===== config.mk =====
export PLATFORM = sky130hd
export DESIGN_NAME = utf8_stream_decoder
export DESIGN_NICKNAME = d
export VERILOG_FILES = /design/src/design/u8d_pkg.sv /design/src/design/u8d_queue.sv /design/src/design/u8d_front.sv /design/src/design/u8d_back.sv /design/src/design/utf8_stream_decoder.sv
export VERILOG_INCLUDE_DIRS = /design/src /design/src/design
export SDC_FILE = /design/constraint.sdc
export NUM_CORES = 1
export LEC_CHECK = 0
export BUFFER_PORTS_ARGS = -buffer_cell sky130_fd_sc_hd__buf_2
export CORE_UTILIZATION = 40
export CTS_CLUSTER_SIZE = 14
export DETAILED_ROUTE_END_ITERATION = 8
export SLEW_MARGIN = 15
export SYNTH_ARGS = -nofsm -noshare
export SYNTH_HDL_FRONTEND = slang
export SYNTH_SLANG_ARGS = --single-unit

===== constraint.sdc =====
create_clock -name i_clk -period 3.8 [get_ports i_clk]
set_clock_uncertainty 0.05 [all_clocks]
set_input_delay 0.19 -clock i_clk [delete_from_list [all_inputs] [get_ports i_clk]]
set_output_delay 0.19 -clock i_clk [all_outputs]
set_load 0.02 [all_outputs]

===== src/design/utf8_stream_decoder_macros.svh =====
// ----------------------------------------------------------------------------
// utf8 stream decoder assertion macros
// shared assertion forms for the decoder blocks
// ----------------------------------------------------------------------------
`ifndef UTF8_STREAM_DECODER_MACROS_SVH
`define UTF8_STREAM_DECODER_MACROS_SVH

// same-cycle implication, disabled while reset is held
`define U8D_ASSERT_IMP(lbl, ante, cons) \
    lbl: assert property (@(posedge i_clk) disable iff (!i_rst_n) (ante) |-> (cons)) \
        else $error("u8d assertion failed");

// next-cycle implication, disabled while reset is held
`define U8D_ASSERT_NXT(lbl, ante, cons) \
    lbl: assert property (@(posedge i_clk) disable iff (!i_rst_n) (ante) |=> (cons)) \
        else $error("u8d assertion failed");

`endif


===== src/design/u8d_pkg.sv =====
// ----------------------------------------------------------------------------
// u8d_pkg
// types and constants shared by the utf-8 stream decoder modules
// ----------------------------------------------------------------------------
`timescale 1ns / 1ps

package u8d_pkg;

    localparam int Q_DEPTH_DEF = 2;

    localparam logic [1:0] ST_PENDING = 2'd0;
    localparam logic [1:0] ST_DONE    = 2'd1;
    localparam logic [1:0] ST_ILLEGAL = 2'd2;

    localparam logic [7:0] B_CONT_HI  = 8'hBF;
    localparam logic [7:0] B_LEAD2_LO = 8'hC2;
    localparam logic [7:0] B_LEAD2_HI = 8'hDF;
    localparam logic [7:0] B_LEAD3_LO = 8'hE0;
    localparam logic [7:0] B_LEAD3_HI = 8'hEF;
    localparam logic [7:0] B_LEAD4_LO = 8'hF0;
    localparam logic [7:0] B_LEAD4_HI = 8'hF4;
    localparam logic [7:0] B_E0       = 8'hE0;
    localparam logic [7:0] B_ED       = 8'hED;
    localparam logic [7:0] B_F0       = 8'hF0;
    localparam logic [7:0] B_F4       = 8'hF4;
    localparam logic [7:0] B_SEC_A0   = 8'hA0;
    localparam logic [7:0] B_SEC_9F   = 8'h9F;
    localparam logic [7:0] B_SEC_90   = 8'h90;
    localparam logic [7:0] B_SEC_8F   = 8'h8F;

    localparam logic [20:0] CP_MIN_2  = 21'h00080;
    localparam logic [20:0] CP_MIN_3  = 21'h00800;
    localparam logic [20:0] CP_MIN_4  = 21'h10000;
    localparam logic [20:0] CP_MAX    = 21'h10FFFF;
    localparam logic [20:0] CP_SUR_LO = 21'h0D800;
    localparam logic [20:0] CP_SUR_HI = 21'h0DFFF;

    typedef enum logic [2:0] {
        K_ASCII = 3'd0,
        K_CONT  = 3'd1,
        K_LEAD2 = 3'd2,
        K_LEAD3 = 3'd3,
        K_LEAD4 = 3'd4,
        K_BAD   = 3'd5
    } t_kind;

    typedef enum logic [2:0] {
        RNG_FULL = 3'd0,
        RNG_E0   = 3'd1,
        RNG_ED   = 3'd2,
        RNG_F0   = 3'd3,
        RNG_F4   = 3'd4
    } t_range;

    typedef struct packed {
        logic [7:0] data_byte;
        t_kind      kind;
        t_range     range;
        logic       ge_a0;
        logic       le_9f;
        logic       ge_90;
        logic       le_8f;
    } t_cls;

    typedef struct packed {
        logic [1:0]  status;
        logic [20:0] code_point;
        logic [2:0]  seq_length;
    } t_res;

endpackage


===== src/design/u8d_queue.sv =====
// ----------------------------------------------------------------------------
// u8d_queue
// small register queue, push/full on one side and pop/empty on the other
// ----------------------------------------------------------------------------
`timescale 1ns / 1ps

module u8d_queue #(
    parameter int DEPTH = u8d_pkg::Q_DEPTH_DEF,
    parameter int WIDTH = 8
) (
    input  logic             i_clk,
    input  logic             i_rst_n,
    input  logic             i_push,
    input  logic [WIDTH-1:0] i_data,
    output logic             o_full,
    input  logic             i_pop,
    output logic             o_empty,
    output logic [WIDTH-1:0] o_data
);
    import u8d_pkg::*;

    localparam int PTR_W = (DEPTH > 1) ? $clog2(DEPTH) : 1;
    localparam int CNT_W = $clog2(DEPTH + 1);

    logic [WIDTH-1:0] r_mem [DEPTH];
    logic [PTR_W-1:0] r_wr_ptr;
    logic [PTR_W-1:0] n_wr_ptr;
    logic [PTR_W-1:0] r_rd_ptr;
    logic [PTR_W-1:0] n_rd_ptr;
    logic [CNT_W-1:0] r_count;
    logic [CNT_W-1:0] n_count;
    logic             wr_en;
    logic             rd_en;

    assign o_full  = (r_count == CNT_W'(DEPTH));
    assign o_empty = (r_count == '0);
    assign o_data  = r_mem[r_rd_ptr];
    assign wr_en   = i_push && !o_full;
    assign rd_en   = i_pop && !o_empty;

    always_comb begin
        n_wr_ptr = r_wr_ptr;
        n_rd_ptr = r_rd_ptr;
        n_count  = r_count;
        if (wr_en) begin
            n_wr_ptr = (r_wr_ptr == PTR_W'(DEPTH - 1)) ? '0 : r_wr_ptr + PTR_W'(1);
        end
        if (rd_en) begin
            n_rd_ptr = (r_rd_ptr == PTR_W'(DEPTH - 1)) ? '0 : r_rd_ptr + PTR_W'(1);
        end
        if (wr_en && !rd_en) begin
            n_count = r_count + CNT_W'(1);
        end else if (rd_en && !wr_en) begin
            n_count = r_count - CNT_W'(1);
        end
    end

    always_ff @(posedge i_clk) begin
        if (!i_rst_n) begin
            r_wr_ptr <= '0;
            r_rd_ptr <= '0;
            r_count  <= '0;
        end else begin
            r_wr_ptr <= n_wr_ptr;
            r_rd_ptr <= n_rd_ptr;
            r_count  <= n_count;
        end
    end

    always_ff @(posedge i_clk) begin
        if (wr_en) begin
            r_mem[r_wr_ptr] <= i_data;
        end
    end

endmodule


===== src/design/u8d_front.sv =====
// ----------------------------------------------------------------------------
// u8d_front
// byte intake: classifies each word as ascii, lead, continuation or bad
// ----------------------------------------------------------------------------
`timescale 1ns / 1ps

module u8d_front (
    input  logic          i_push,
    input  logic [7:0]    i_data_byte,
    output logic          o_full,
    input  logic          i_q_full,
    output logic          o_q_push,
    output u8d_pkg::t_cls o_cls
);
    import u8d_pkg::*;

    t_kind  kind;
    t_range range;

    assign o_full   = i_q_full;
    assign o_q_push = i_push;

    always_comb begin
        kind  = K_BAD;
        range = RNG_FULL;
        if (!i_data_byte[7]) begin
            kind = K_ASCII;
        end else if (i_data_byte <= B_CONT_HI) begin
            kind = K_CONT;
        end else if (i_data_byte >= B_LEAD2_LO && i_data_byte <= B_LEAD2_HI) begin
            kind = K_LEAD2;
        end else if (i_data_byte >= B_LEAD3_LO && i_data_byte <= B_LEAD3_HI) begin
            kind = K_LEAD3;
            if (i_data_byte == B_E0) begin
                range = RNG_E0;
            end else if (i_data_byte == B_ED) begin
                range = RNG_ED;
            end
        end else if (i_data_byte >= B_LEAD4_LO && i_data_byte <= B_LEAD4_HI) begin
            kind = K_LEAD4;
            if (i_data_byte == B_F0) begin
                range = RNG_F0;
            end else if (i_data_byte == B_F4) begin
                range = RNG_F4;
            end
        end
    end

    always_comb begin
        o_cls.data_byte = i_data_byte;
        o_cls.kind      = kind;
        o_cls.range     = range;
        o_cls.ge_a0     = (i_data_byte >= B_SEC_A0);
        o_cls.le_9f     = (i_data_byte <= B_SEC_9F);
        o_cls.ge_90     = (i_data_byte >= B_SEC_90);
        o_cls.le_8f     = (i_data_byte <= B_SEC_8F);
    end

endmodule


===== src/design/u8d_back.sv =====
// ----------------------------------------------------------------------------
// u8d_back
// sequence state: gathers payload bits and emits one result per word
// ----------------------------------------------------------------------------
`timescale 1ns / 1ps
`include "utf8_stream_decoder_macros.svh"

module u8d_back (
    input  logic          i_clk,
    input  logic          i_rst_n,
    input  logic          i_valid,
    input  u8d_pkg::t_cls i_cls,
    output logic          o_take,
    input  logic          i_out_full,
    output logic          o_push,
    output u8d_pkg::t_res o_res
);
    import u8d_pkg::*;

    logic [1:0]  r_rem;
    logic [1:0]  n_rem;
    logic [2:0]  r_total;
    logic [2:0]  n_total;
    logic        r_second;
    logic        n_second;
    logic [20:0] r_acc;
    logic [20:0] n_acc;
    t_range      r_range;
    t_range      n_range;
    t_range      eff_range;
    logic        rng_ok;
    logic [20:0] shifted;

    assign o_take    = i_valid && !i_out_full;
    assign o_push    = o_take;
    assign eff_range = r_second ? r_range : RNG_FULL;
    assign shifted   = {r_acc[14:0], i_cls.data_byte[5:0]};

    always_comb begin
        case (eff_range)
            RNG_E0:  rng_ok = i_cls.ge_a0;
            RNG_ED:  rng_ok = i_cls.le_9f;
            RNG_F0:  rng_ok = i_cls.ge_90;
            RNG_F4:  rng_ok = i_cls.le_8f;
            default: rng_ok = 1'b1;
        endcase
    end

    always_comb begin
        n_rem    = r_rem;
        n_total  = r_total;
        n_second = r_second;
        n_acc    = r_acc;
        n_range  = r_range;
        o_res    = '{status: ST_PENDING, code_point: '0, seq_length: '0};
        if (o_take) begin
            if (r_rem == 2'd0) begin
                case (i_cls.kind)
                    K_ASCII: begin
                        o_res.status     = ST_DONE;
                        o_res.code_point = {13'd0, i_cls.data_byte};
                        o_res.seq_length = 3'd1;
                    end
                    K_LEAD2: begin
                        n_rem    = 2'd1;
                        n_total  = 3'd2;
                        n_second = 1'b1;
                        n_acc    = {16'd0, i_cls.data_byte[4:0]};
                        n_range  = RNG_FULL;
                    end
                    K_LEAD3: begin
                        n_rem    = 2'd2;
                        n_total  = 3'd3;
                        n_second = 1'b1;
                        n_acc    = {17'd0, i_cls.data_byte[3:0]};
                        n_range  = i_cls.range;
                    end
                    K_LEAD4: begin
                        n_rem    = 2'd3;
                        n_total  = 3'd4;
                        n_second = 1'b1;
                        n_acc    = {18'd0, i_cls.data_byte[2:0]};
                        n_range  = i_cls.range;
                    end
                    default: begin
                        o_res.status = ST_ILLEGAL;
                    end
                endcase
            end else if (i_cls.kind != K_CONT || !rng_ok) begin
                o_res.status = ST_ILLEGAL;
                n_rem        = 2'd0;
                n_total      = 3'd0;
                n_second     = 1'b0;
                n_acc        = '0;
                n_range      = RNG_FULL;
            end else if (r_rem == 2'd1) begin
                o_res.status     = ST_DONE;
                o_res.code_point = shifted;
                o_res.seq_length = r_total;
                n_rem            = 2'd0;
                n_total          = 3'd0;
                n_second         = 1'b0;
                n_acc            = '0;
                n_range          = RNG_FULL;
            end else begin
                n_rem    = r_rem - 2'd1;
                n_second = 1'b0;
                n_acc    = shifted;
            end
        end
    end

    always_ff @(posedge i_clk) begin
        if (!i_rst_n) begin
            r_rem    <= 2'd0;
            r_total  <= 3'd0;
            r_second <= 1'b0;
            r_acc    <= '0;
            r_range  <= RNG_FULL;
        end else begin
            r_rem    <= n_rem;
            r_total  <= n_total;
            r_second <= n_second;
            r_acc    <= n_acc;
            r_range  <= n_range;
        end
    end

    `U8D_ASSERT_IMP(a_idle_clear, r_rem == 2'd0, r_acc == '0 && r_total == 3'd0 && !r_second)
    `U8D_ASSERT_IMP(a_nondone_zero, o_push && o_res.status != ST_DONE,
        o_res.code_point == '0 && o_res.seq_length == 3'd0)
    `U8D_ASSERT_IMP(a_no_overlong, o_push && o_res.status == ST_DONE,
        (o_res.seq_length == 3'd1 && o_res.code_point < CP_MIN_2) ||
        (o_res.seq_length == 3'd2 && o_res.code_point >= CP_MIN_2 &&
         o_res.code_point < CP_MIN_3) ||
        (o_res.seq_length == 3'd3 && o_res.code_point >= CP_MIN_3 &&
         o_res.code_point < CP_MIN_4 &&
         (o_res.code_point < CP_SUR_LO || o_res.code_point > CP_SUR_HI)) ||
        (o_res.seq_length == 3'd4 && o_res.code_point >= CP_MIN_4 &&
         o_res.code_point <= CP_MAX))
    `U8D_ASSERT_NXT(a_rem_step, o_take && r_rem != 2'd0 && o_res.status == ST_PENDING,
        r_rem == $past(r_rem) - 2'd1 && !r_second)

endmodule


===== src/design/utf8_stream_decoder.sv =====
// ----------------------------------------------------------------------------
// utf8_stream_decoder
// strict utf-8 decoder, one byte in and one result out per word
// ----------------------------------------------------------------------------
// Takes one byte per cycle and returns one result per byte, in order: pending,
// complete (code point and sequence length) or illegal. Sustained rate is one
// byte per cycle with neither side stalling. An accepted byte is written to the
// intake queue; the back end takes it from the head of that queue and writes its
// result to the result queue, stalling while the result queue is full, and the
// result is popped from the head of the result queue. Both queues hold Q_DEPTH words
// each. The decoder state is a single register set updated once per byte.
// Illegal bytes drop the partial sequence and the decoder waits for a new lead
// byte.
`timescale 1ns / 1ps

module utf8_stream_decoder #(
    parameter int Q_DEPTH = u8d_pkg::Q_DEPTH_DEF
) (
    input  logic        i_clk,
    input  logic        i_rst_n,
    input  logic        push,
    output logic        full,
    input  logic [7:0]  i_data_byte,
    output logic        empty,
    input  logic        pop,
    output logic [1:0]  o_status,
    output logic [20:0] o_code_point,
    output logic [2:0]  o_seq_length
);
    import u8d_pkg::*;

    localparam int CLS_W = $bits(t_cls);
    localparam int RES_W = $bits(t_res);

    logic             in_q_full;
    logic             in_q_push;
    t_cls             front_cls;
    logic             in_q_empty;
    logic [CLS_W-1:0] in_q_data;
    t_cls             back_cls;
    logic             back_take;
    logic             out_q_full;
    logic             back_push;
    t_res             back_res;
    logic [RES_W-1:0] out_q_data;
    t_res             head_res;

    u8d_front u_front (
        .i_push      (push),
        .i_data_byte (i_data_byte),
        .o_full      (full),
        .i_q_full    (in_q_full),
        .o_q_push    (in_q_push),
        .o_cls       (front_cls)
    );

    u8d_queue #(
        .DEPTH (Q_DEPTH),
        .WIDTH (CLS_W)
    ) u_in_q (
        .i_clk   (i_clk),
        .i_rst_n (i_rst_n),
        .i_push  (in_q_push),
        .i_data  (front_cls),
        .o_full  (in_q_full),
        .i_pop   (back_take),
        .o_empty (in_q_empty),
        .o_data  (in_q_data)
    );

    assign back_cls = t_cls'(in_q_data);

    u8d_back u_back (
        .i_clk      (i_clk),
        .i_rst_n    (i_rst_n),
        .i_valid    (!in_q_empty),
        .i_cls      (back_cls),
        .o_take     (back_take),
        .i_out_full (out_q_full),
        .o_push     (back_push),
        .o_res      (back_res)
    );

    u8d_queue #(
        .DEPTH (Q_DEPTH),
        .WIDTH (RES_W)
    ) u_out_q (
        .i_clk   (i_clk),
        .i_rst_n (i_rst_n),
        .i_push  (back_push),
        .i_data  (back_res),
        .o_full  (out_q_full),
        .i_pop   (pop),
        .o_empty (empty),
        .o_data  (out_q_data)
    );

    assign head_res     = t_res'(out_q_data);
    assign o_status     = head_res.status;
    assign o_code_point = head_res.code_point;
    assign o_seq_length = head_res.seq_length;

endmodule


Word level (Yosys, flattened, before mapping)
Memories as Yosys holds them, arrays and structs flattened. A register that Yosys moved wholly into a read port is not among the register bits.
Cells that the tools add are included.
{ "totals": {"register_bits": 32, "ram_bits": 88, "input_bits": 12, "output_inout_bits": 28, "word_cells": 141, "n_memories": 2} }
{ "classes": {"add_sub_neg": 9, "n_lt_le_gt_ge": 11, "n_eq_ne": 18, "n_mux": 55, "n_reduce_logical": 35} }
{ "memory_table": {"columns": ["memory", "depth", "width", "read_ports", "rd_clocked_by_memory_dff", "write_ports", "line_no", "text"], "rows": [
  ["u_out_q.r_mem", 2, 26, 1, 1, 1, "u8d_queue.sv:25", "logic [WIDTH-1:0] r_mem [DEPTH];"],
  ["u_in_q.r_mem", 2, 18, 1, 1, 1, "u8d_queue.sv:25", null]
]} }
{ "ops": {"columns": ["op", "count"], "rows": [
  ["26-bit 2-to-1 mux", 2],
  ["3-bit 2-to-1 mux", 17],
  ["8-bit less-or-equal comparator, second input constant", 6],
  ["15-bit 2-to-1 mux", 3],
  ["15-bit one-hot mux with 3 select lines", 1],
  ["8-bit greater-or-equal comparator, second input constant", 5],
  ["8-bit equality test, second input constant", 4],
  ["25-bit 2-to-1 mux", 1],
  ["24-bit 2-to-1 mux", 1],
  ["2-bit 2-to-1 mux", 9],
  ["1-bit 2-to-1 mux", 15],
  ["3-bit by 2-bit equality test with 1-bit output, second input constant", 4],
  ["1-bit logical AND", 12],
  ["11-bit 2-to-1 mux", 1],
  ["1-bit logical NOT", 9],
  ["3-bit one-hot mux with 3 select lines", 1],
  ["3-bit equality test, second input constant", 2],
  ["2-bit logical NOT", 3],
  ["2-bit one-hot mux with 3 select lines", 1],
  ["3-bit one-hot mux with 2 select lines", 1],
  ["3-bit AND reduction", 2],
  ["2-bit by 1-bit subtractor with 2-bit output, second input constant", 3],
  ["1-bit adder, second input constant", 4],
  ["2-bit by 1-bit adder with 2-bit output, second input constant", 2],
  ["16 further kinds", 19]
]} }

Logic depth before layout (Yosys ltp)
Gate-level depths: netlist of the first run.
{ "logic_depth": {"depth_word": 8, "ltp_mapped": 9, "ltp_nobuf": 7} }

By module
From an unflattened synthesis of the first run, not the netlist that was laid out.
{ "unflattened": {"cells_unflattened": 388, "hier_area_um2": 5177.5} }
{ "modules_own_cells": {"columns": ["module", "instances", "cells_per_inst", "area_per_inst_um2"], "rows": [
  ["u8d_queue at u_out_q", 1, 106, 2108.3],
  ["u8d_queue at u_in_q", 1, 81, 1530.2],
  ["u8d_back", 1, 168, 1308.8],
  ["u8d_front", 1, 32, 226.5],
  ["utf8_stream_decoder", 1, 1, 3.8]
]} }

Worst setup path after synthesis of the first run
No wires, ideal clock.
{ "synth_timing": {"path_type": "reg-to-reg", "from": "register u_out_q.r_count[0]", "to": "memory u_out_q.r_mem[0][0] in the netlist's numbering, enable pin", "arrival_time_ps": 1670, "t_required_ps": 3341, "setup_slack_ps": 1672, "path_stages_with_launch": 3, "n_path_buf": 0, "period_less_slack_ps": 2128, "path_cell_list": "dfxtp_1 o22ai_1 nor2_1"} }
{ "synth_between": {"elab_chain_len": 6} }
{ "synth_lines": {"columns": ["element", "line_no", "text"], "rows": [
  ["start, declared", "u8d_queue.sv:30", "logic [CNT_W-1:0] r_count;"],
  ["start signal, assigned", "u8d_queue.sv:66", "r_count <= n_count;"],
  ["2-bit equality test (*)", "u8d_queue.sv:35", "assign o_full = (r_count == CNT_W'(DEPTH));"],
  ["1-bit logical NOT (*)", "u8d_queue.sv:38, u8d_back.sv:34", null],
  ["1-bit logical AND", "u8d_back.sv:34", "assign o_take = i_valid && !i_out_full;"],
  ["1-bit logical AND (*)", "u8d_queue.sv:38", "assign wr_en = i_push && !o_full;"],
  ["1-bit 2-to-1 mux (*)", "u8d_queue.sv:71", "if (wr_en) begin"],
  ["1-bit 2-to-1 mux (implied by the code) (*)", "u8d_queue.sv:72", "r_mem[r_wr_ptr] <= i_data;"],
  ["end, declared", "u8d_queue.sv:25", null]
]} }
Mark *: on every way between the ends. The rest lies on a longest branch, timed or not.

==> impl_metrics.csv, run 1 <==
group,metric,value,unit
run_status,status,"complete, no violations",
job,cap_violations,0,
critical_path,cpMostUsedCell,"a31oi_1",
routing,drt-wirelength-per-cell,15.3,um
clock_network,cts-resized-gates,0,
logic_synthesis,syn_nets,382,
routing,first_pass_iters,4,
sta,max_freq,352,MHz
power_and_ir_drop,leakagePower,2.27,nW
final_layout,syn_to_final_growth,19.7,%
logic_synthesis,synth_warnings,0,
logic_synthesis,yosys_register_bits,122,
critical_path,crit_chain,"nor4b_1, a31oi_1, inv_1, a31oi_1, nor2_1",
power_and_ir_drop,irDropWorstVdd,0.291,mV
logic_synthesis,syn_area_per_cell,13.8,um^2
routing,postRouteAntennaNets,0,
routing,drtIter0Drc,142,
sta,worst_pin_slew,1.06,ns
logic_synthesis,ys_types,53,
final_layout,fin_area,0.00604,mm^2
routing,num_vias,2985,
global_routing,grt_pass1_wl,14.9,mm
clock_network,holdBufCountCts,3,
global_routing,grt_overflow,0,
critical_path,crit_type,"register to register",
logic_synthesis,async_flop_share,0,
logic_synthesis,postSynthCellCount,366,
clock_network,cts_tree,"yes",
logic_synthesis,synth_edf_count,88,
global_routing,antenna_found_initial,0,
clock_network,post_cts_buffers,0,
floorplanning,io_pins,40,
critical_path,start_kind,"register",
critical_path,worstSetupEndpointType,"register",
floorplanning,die_h,114,um
final_layout,antennaDiodeCount,0,
sta,hold_viol,0,
final_layout,fin_nets,429,
critical_path,ff2ff_path_depth,5,
min_path,worstHoldStart,"i_data_byte[3]",
critical_path,worstPathArrival,2.90,ns
min_path,hold_class,"input pin to register",
logic_synthesis,ys.flop_type,"edfxtp_1",
placement,routabilityCongestion,0.807,
sta,relSlewSlack,0.291,
clock_network,cts.sinks,122,
clock_network,cts_buffers,17,
final_layout,drive_gt1_frac,0.270,
final_layout,final_common_cell,"edfxtp_1",
clock_network,h-tree-depth,4,
floorplanning,start_util,0.415,
floorplanning,row_count,40,
placement,place_area,0.00540,mm^2
placement,numPortBuffers,39,
power_and_ir_drop,powerDensity,846,mW/mm^2
routing,drc,0,
placement,dp_hpwl,5.83,mm
critical_path,cpPeakStageDelay,1.02,ns
clock_network,clk_pin_slew,0.05,ns
clock_network,clk_path_buf_depth,2,
critical_path,critPathMaxFanout,25,
routing,drt_wl_total,9.08,mm
routing,vias_per_cell,5.03,
sta,finalSetupViolCount,0,
critical_path,critPathRequiredTime,3.87,ns
clock_network,clk_latency,0.40,ns
global_routing,track_usage,0.151,
global_routing,grt_max_degree,31,
critical_path,critical_path.slowest_cell,"dfxtp_1",
floorplanning,coreArea,0.0122,mm^2
min_path,whs_path_depth,1,
final_layout,final_cell_mix,"edfxtp_1 (88), buf_2 (39), dfxtp_1 (34)",
logic_synthesis,synthesis.area,0.00505,mm^2
sta,finalSetupTns,0,ns
floorplanning,dieWidth,114,um
clock_network,clockRootBuffer,"clkbuf_16",
logic_synthesis,ys_seq_area_frac,0.658,
global_routing,grt_pass1_vias,2983,
critical_path,critPathTopFamily,"compound AO/OA/AOI/OAI gates",
floorplanning,die_area,0.0131,mm^2
sta,rsz0062_at_grt,"false",
sta,slew_violations,0,
critical_path,crit_buf_inv,1,
critical_path,path_depth,5,
sta,finalCritPeriodShare,0.747,
sta,finalCriticalPeriod,2.84,ns
==> state kept, by name, summed over array words and instances, names as in the netlist, named ones only <==
signal            cells
u_out_q.r_rd_ptr      1
u_in_q.r_mem         36
u_back.r_second       1
u_in_q.r_wr_ptr       1
u_back.r_rem          2
u_out_q.r_mem        52
u_in_q.r_rd_ptr       1
u_back.r_acc         15
u_out_q.r_wr_ptr      1
u_back.r_range        3
u_in_q.r_count        2
u_back.r_total        3
u_out_q.r_count       2
==> final timing paths <==
kind	endpoint	slack (ns)
worst max-delay path	u_out_q.r_mem[0][5]	0.96
worst min-delay path	u_in_q.r_mem[0][13]	0.01
worst max register to register	u_out_q.r_mem[0][5]	0.96
worst min register to register	u_back.r_total[1]	0.41
==> metrics by stage <==
| stage | worst slack (ns) | std cells | utilization | power (W) | hold WS (ns) |
|---|---|---|---|---|---|
| 6_report | 0.961 | 594 | 0.497 | 0.00511 | 0.0106 |
| 5_1_grt | 0.673 | 594 | 0.497 | 0.00537 | 0.0122 |
| 4_1_cts | 0.900 | 594 | 0.497 | 0.00517 | 0.000649 |
| 3_5_place_dp | 0.918 | 559 | 0.444 | 0.00349 | 0.369 |
| 3_3_place_gp | 0.945 | 559 | 0.444 | 0.00346 | 0.359 |
| 2_1_floorplan | 1.67 | 366 | - | 0.00308 | 0.239 |
==> Yosys cell counts, drive strengths merged (3+ instances only) <==
library cell	n	area, um^2
nor3	14	70.1
o21ai	11	62.6
a21oi	6	41.3
buf	9	60.1
nor3b	4	30.0
inv	13	48.8
edfxtp	88	2640
a31oi	3	18.8
xor2	6	52.6
o41ai	4	35.0
nand3	10	50.1
nand2	14	52.6
ha	4	50.1
dfxtp	34	681
mux2	33	372
mux2i	23	230
nor2	24	90.1
and2	16	100
clkbuf	9	33.8
==> where the power goes <==
part	internal (W)	total [W]	switching, W
registers	0.00183	0.00198	0.000153
logic	0.000568	0.00147	0.000901
clock network	0.00111	0.00166	0.000556
==> per-layer routing <==
metal | vias to the layer above | GRT usage | wire [um]
met5 | - | 0 | 0
met4 | 0 | 0.0615 | 129
met3 | 15 | 0.0365 | 250
met2 | 51 | 0.256 | 4450
met1 | 1454 | 0.185 | 4240
li1 | 1465 | - | -
==> kinds of logic after synthesis <==
kind of cell,count (synthesis),synth area share
AOI/OAI and AO/OA,42,0.0627
xor gates and xnor gates,8,0.0139
adders and majority gates,4,0.00991
buffers and inverters,32,0.0290
DFF,122,0.658
muxes,56,0.119
and+or+nand+nor,102,0.107
==> final cells by class <==
type | count | area [um^2]
Multi-Input combinational cell | 212 | 1590
Clock buffer | 19 | 443
Clock inverter | 13 | 175
Timing Repair Buffer | 46 | 255
Sequential cell | 122 | 3320
Inverter | 14 | 52.6
Tap cell | 168 | 210
Fill cell | 1046 | 6120
(Power assumes the default switching activity.)
==> run 2, diff against run 1 <==
==> constraint.sdc (replaced) <==
create_clock -name i_clk -period 2.9 [get_ports i_clk]
set_clock_uncertainty 0.05 [all_clocks]
set_input_delay 0.145 -clock i_clk [delete_from_list [all_inputs] [get_ports i_clk]]
set_output_delay 0.145 -clock i_clk [all_outputs]
set_load 0.02 [all_outputs]
==> impl_metrics.csv, run 2 (same netlist as run 1, synthesis figures left out) <==
group,metric,value,unit
critical_path,crit_type,"register to register",
final_layout,fillers,1068,
critical_path,start_kind,"register",
floorplanning,io_pins,40,
final_layout,regArea,0.00332,mm^2
critical_path,critPathRequiredTime,3.18,ns
power_and_ir_drop,power,0.00657,W
critical_path,critPathMaxFanout,16,
routing,drt-wirelength-per-cell,15.0,um
clock_network,holdBufCountCts,8,
power_and_ir_drop,powerDensity,1080,mW/mm^2
clock_network,clk_path_buf_depth,2,
clock_network,clk_latency,0.41,ns
clock_network,h-tree-depth,4,
floorplanning,start_util,0.415,
run_status,status,"complete, no violations",
sta,worst_pin_slew,0.930,ns
sta,finalSetupViolCount,0,
floorplanning,dieWidth,114,um
global_routing,track_usage,0.158,
clock_network,cts-resized-gates,0,
routing,postRouteAntennaNets,0,
sta,relSlewSlack,0.379,
critical_path,worstPathArrival,2.73,ns
power_and_ir_drop,irDropWorstVdd,0.461,mV
global_routing,grt_pass1_wl,15.1,mm
clock_network,clockRootBuffer,"clkbuf_16",
clock_network,cts_tree,"yes",
sta,max_freq,409,MHz
critical_path,worstSetupEndpointType,"register",
clock_network,post_cts_buffers,0,
floorplanning,coreArea,0.0122,mm^2
clock_network,clk_pin_slew,0.05,ns
floorplanning,die_h,114,um
sta,whs,0.100,ns
global_routing,antenna_found_initial,0,
final_layout,final_cell_mix,"edfxtp_1 (88), buf_2 (39), dfxtp_1 (34)",
routing,drc,0,
routing,drtIter0Drc,146,
placement,numPortBuffers,39,
global_routing,grt_pass1_vias,3062,
sta,hold_viol,0,
min_path,worstHoldStart,"push",
floorplanning,row_count,40,
final_layout,largest_reg_flops,52,
final_layout,multi_input_area,0.00158,mm^2
routing,first_pass_iters,4,
global_routing,grt_max_degree,31,
sta,finalCritPeriodShare,0.844,
global_routing,grt_overflow,0,
placement,dp_hpwl,5.98,mm
clock_network,cts.sinks,122,
clock_network,cts_buffers,17,
routing,vias_per_cell,4.90,
final_layout,top_regs,"u_out_q.r_mem: 52 flops, u_in_q.r_mem: 36 flops, u_back.r_acc: 15 flops",
sta,rsz0062_at_grt,"false",
final_layout,drive_gt1_frac,0.267,
sta,finalSetupTns,0,ns
routing,num_vias,2968,
placement,routabilityCongestion,0.770,
sta,slew_violations,0,
final_layout,largest-register,"u_out_q.r_mem",
floorplanning,die_area,0.0131,mm^2
final_layout,final_common_cell,"edfxtp_1",
job,cap_violations,0,
routing,drt_wl_total,9.11,mm
power_and_ir_drop,leakagePower,2.29,nW
final_layout,fin_nets,441,
final_layout,syn_to_final_growth,20.9,%
min_path,hold_class,"input pin to register",
sta,finalCriticalPeriod,2.45,ns
final_layout,antennaDiodeCount,0,
run 2: changes by cell type in the layout (fill, tap and decap cells not counted), moves of 2 or more:
cell / previous run / this run
buf_4: 4 / 11
dlygate4sd3_1: 3 / 8
clkinv_2: 5 / 1
clkinv_4: 3 / 0
clkinvlp_4: 0 / 3
bufinv_16: 4 / 2
clkbuf_1: 1 / 3
clkbuf_8: 1 / 3
clkinv_1: 2 / 4
run 2: layout make-up:
type / count / area share
well taps: 168 / 0.0344
multi-input cells: 212 / 0.259
clock buffers: 23 / 0.0783
inverters: 14 / 0.00861
clock inverters: 9 / 0.0162
flip-flops and latches: 122 / 0.544
repair buffers: 58 / 0.0586
run 2: per-layer routing:
layer	track usage	vias to the layer above	part of all wire
met5	0	-	0
met4	0.0900	0	0.018
met3	0.0524	12	0.029
met2	0.246	43	0.48
met1	0.192	1428	0.47
li1	-	1485	-
run 2: worst max-delay path, stage by stage (launching register included):
cell      delay [ns]
dfxtp_1         0.58
buf_4           0.33
nand2_1         0.10
o311ai_2        0.30
o21ai_2         0.27
a21oi_4         0.49
mux2i_1         0.26
run 2: power breakdown:
group / total, W / internal, W / leakage, nW / switching, W
registers: 0.00258 / 0.00240 / 1.11 / 0.000183
clock network: 0.00202 / 0.00132 / 0.272 / 0.000698
logic: 0.00198 / 0.000784 / 0.908 / 0.00119
total: 0.00657 / 0.00450 / 2.29 / 0.00207
run 2: worst paths after layout:
check,to,slack (ns),cells past startpoint
setup / recovery,u_back.r_range[2],0.45,6
hold / removal,u_in_q.r_wr_ptr,0.10,4
hold reg to reg,u_back.r_total[2],0.42,2
setup reg to reg,u_back.r_range[2],0.45,6
run 2: through the flow:
stage / area [um^2] / utilization / setup WS [ns] / cells
after floorplan: 5050 / - / 0.772 / 366
after global placement: 5450 / 0.448 / 0.524 / 566
after detailed placement: 5450 / 0.448 / 0.450 / 566
after CTS: 6100 / 0.502 / 0.454 / 606
after global routing: 6100 / 0.502 / 0.232 / 606
final: 6100 / 0.502 / 0.452 / 606
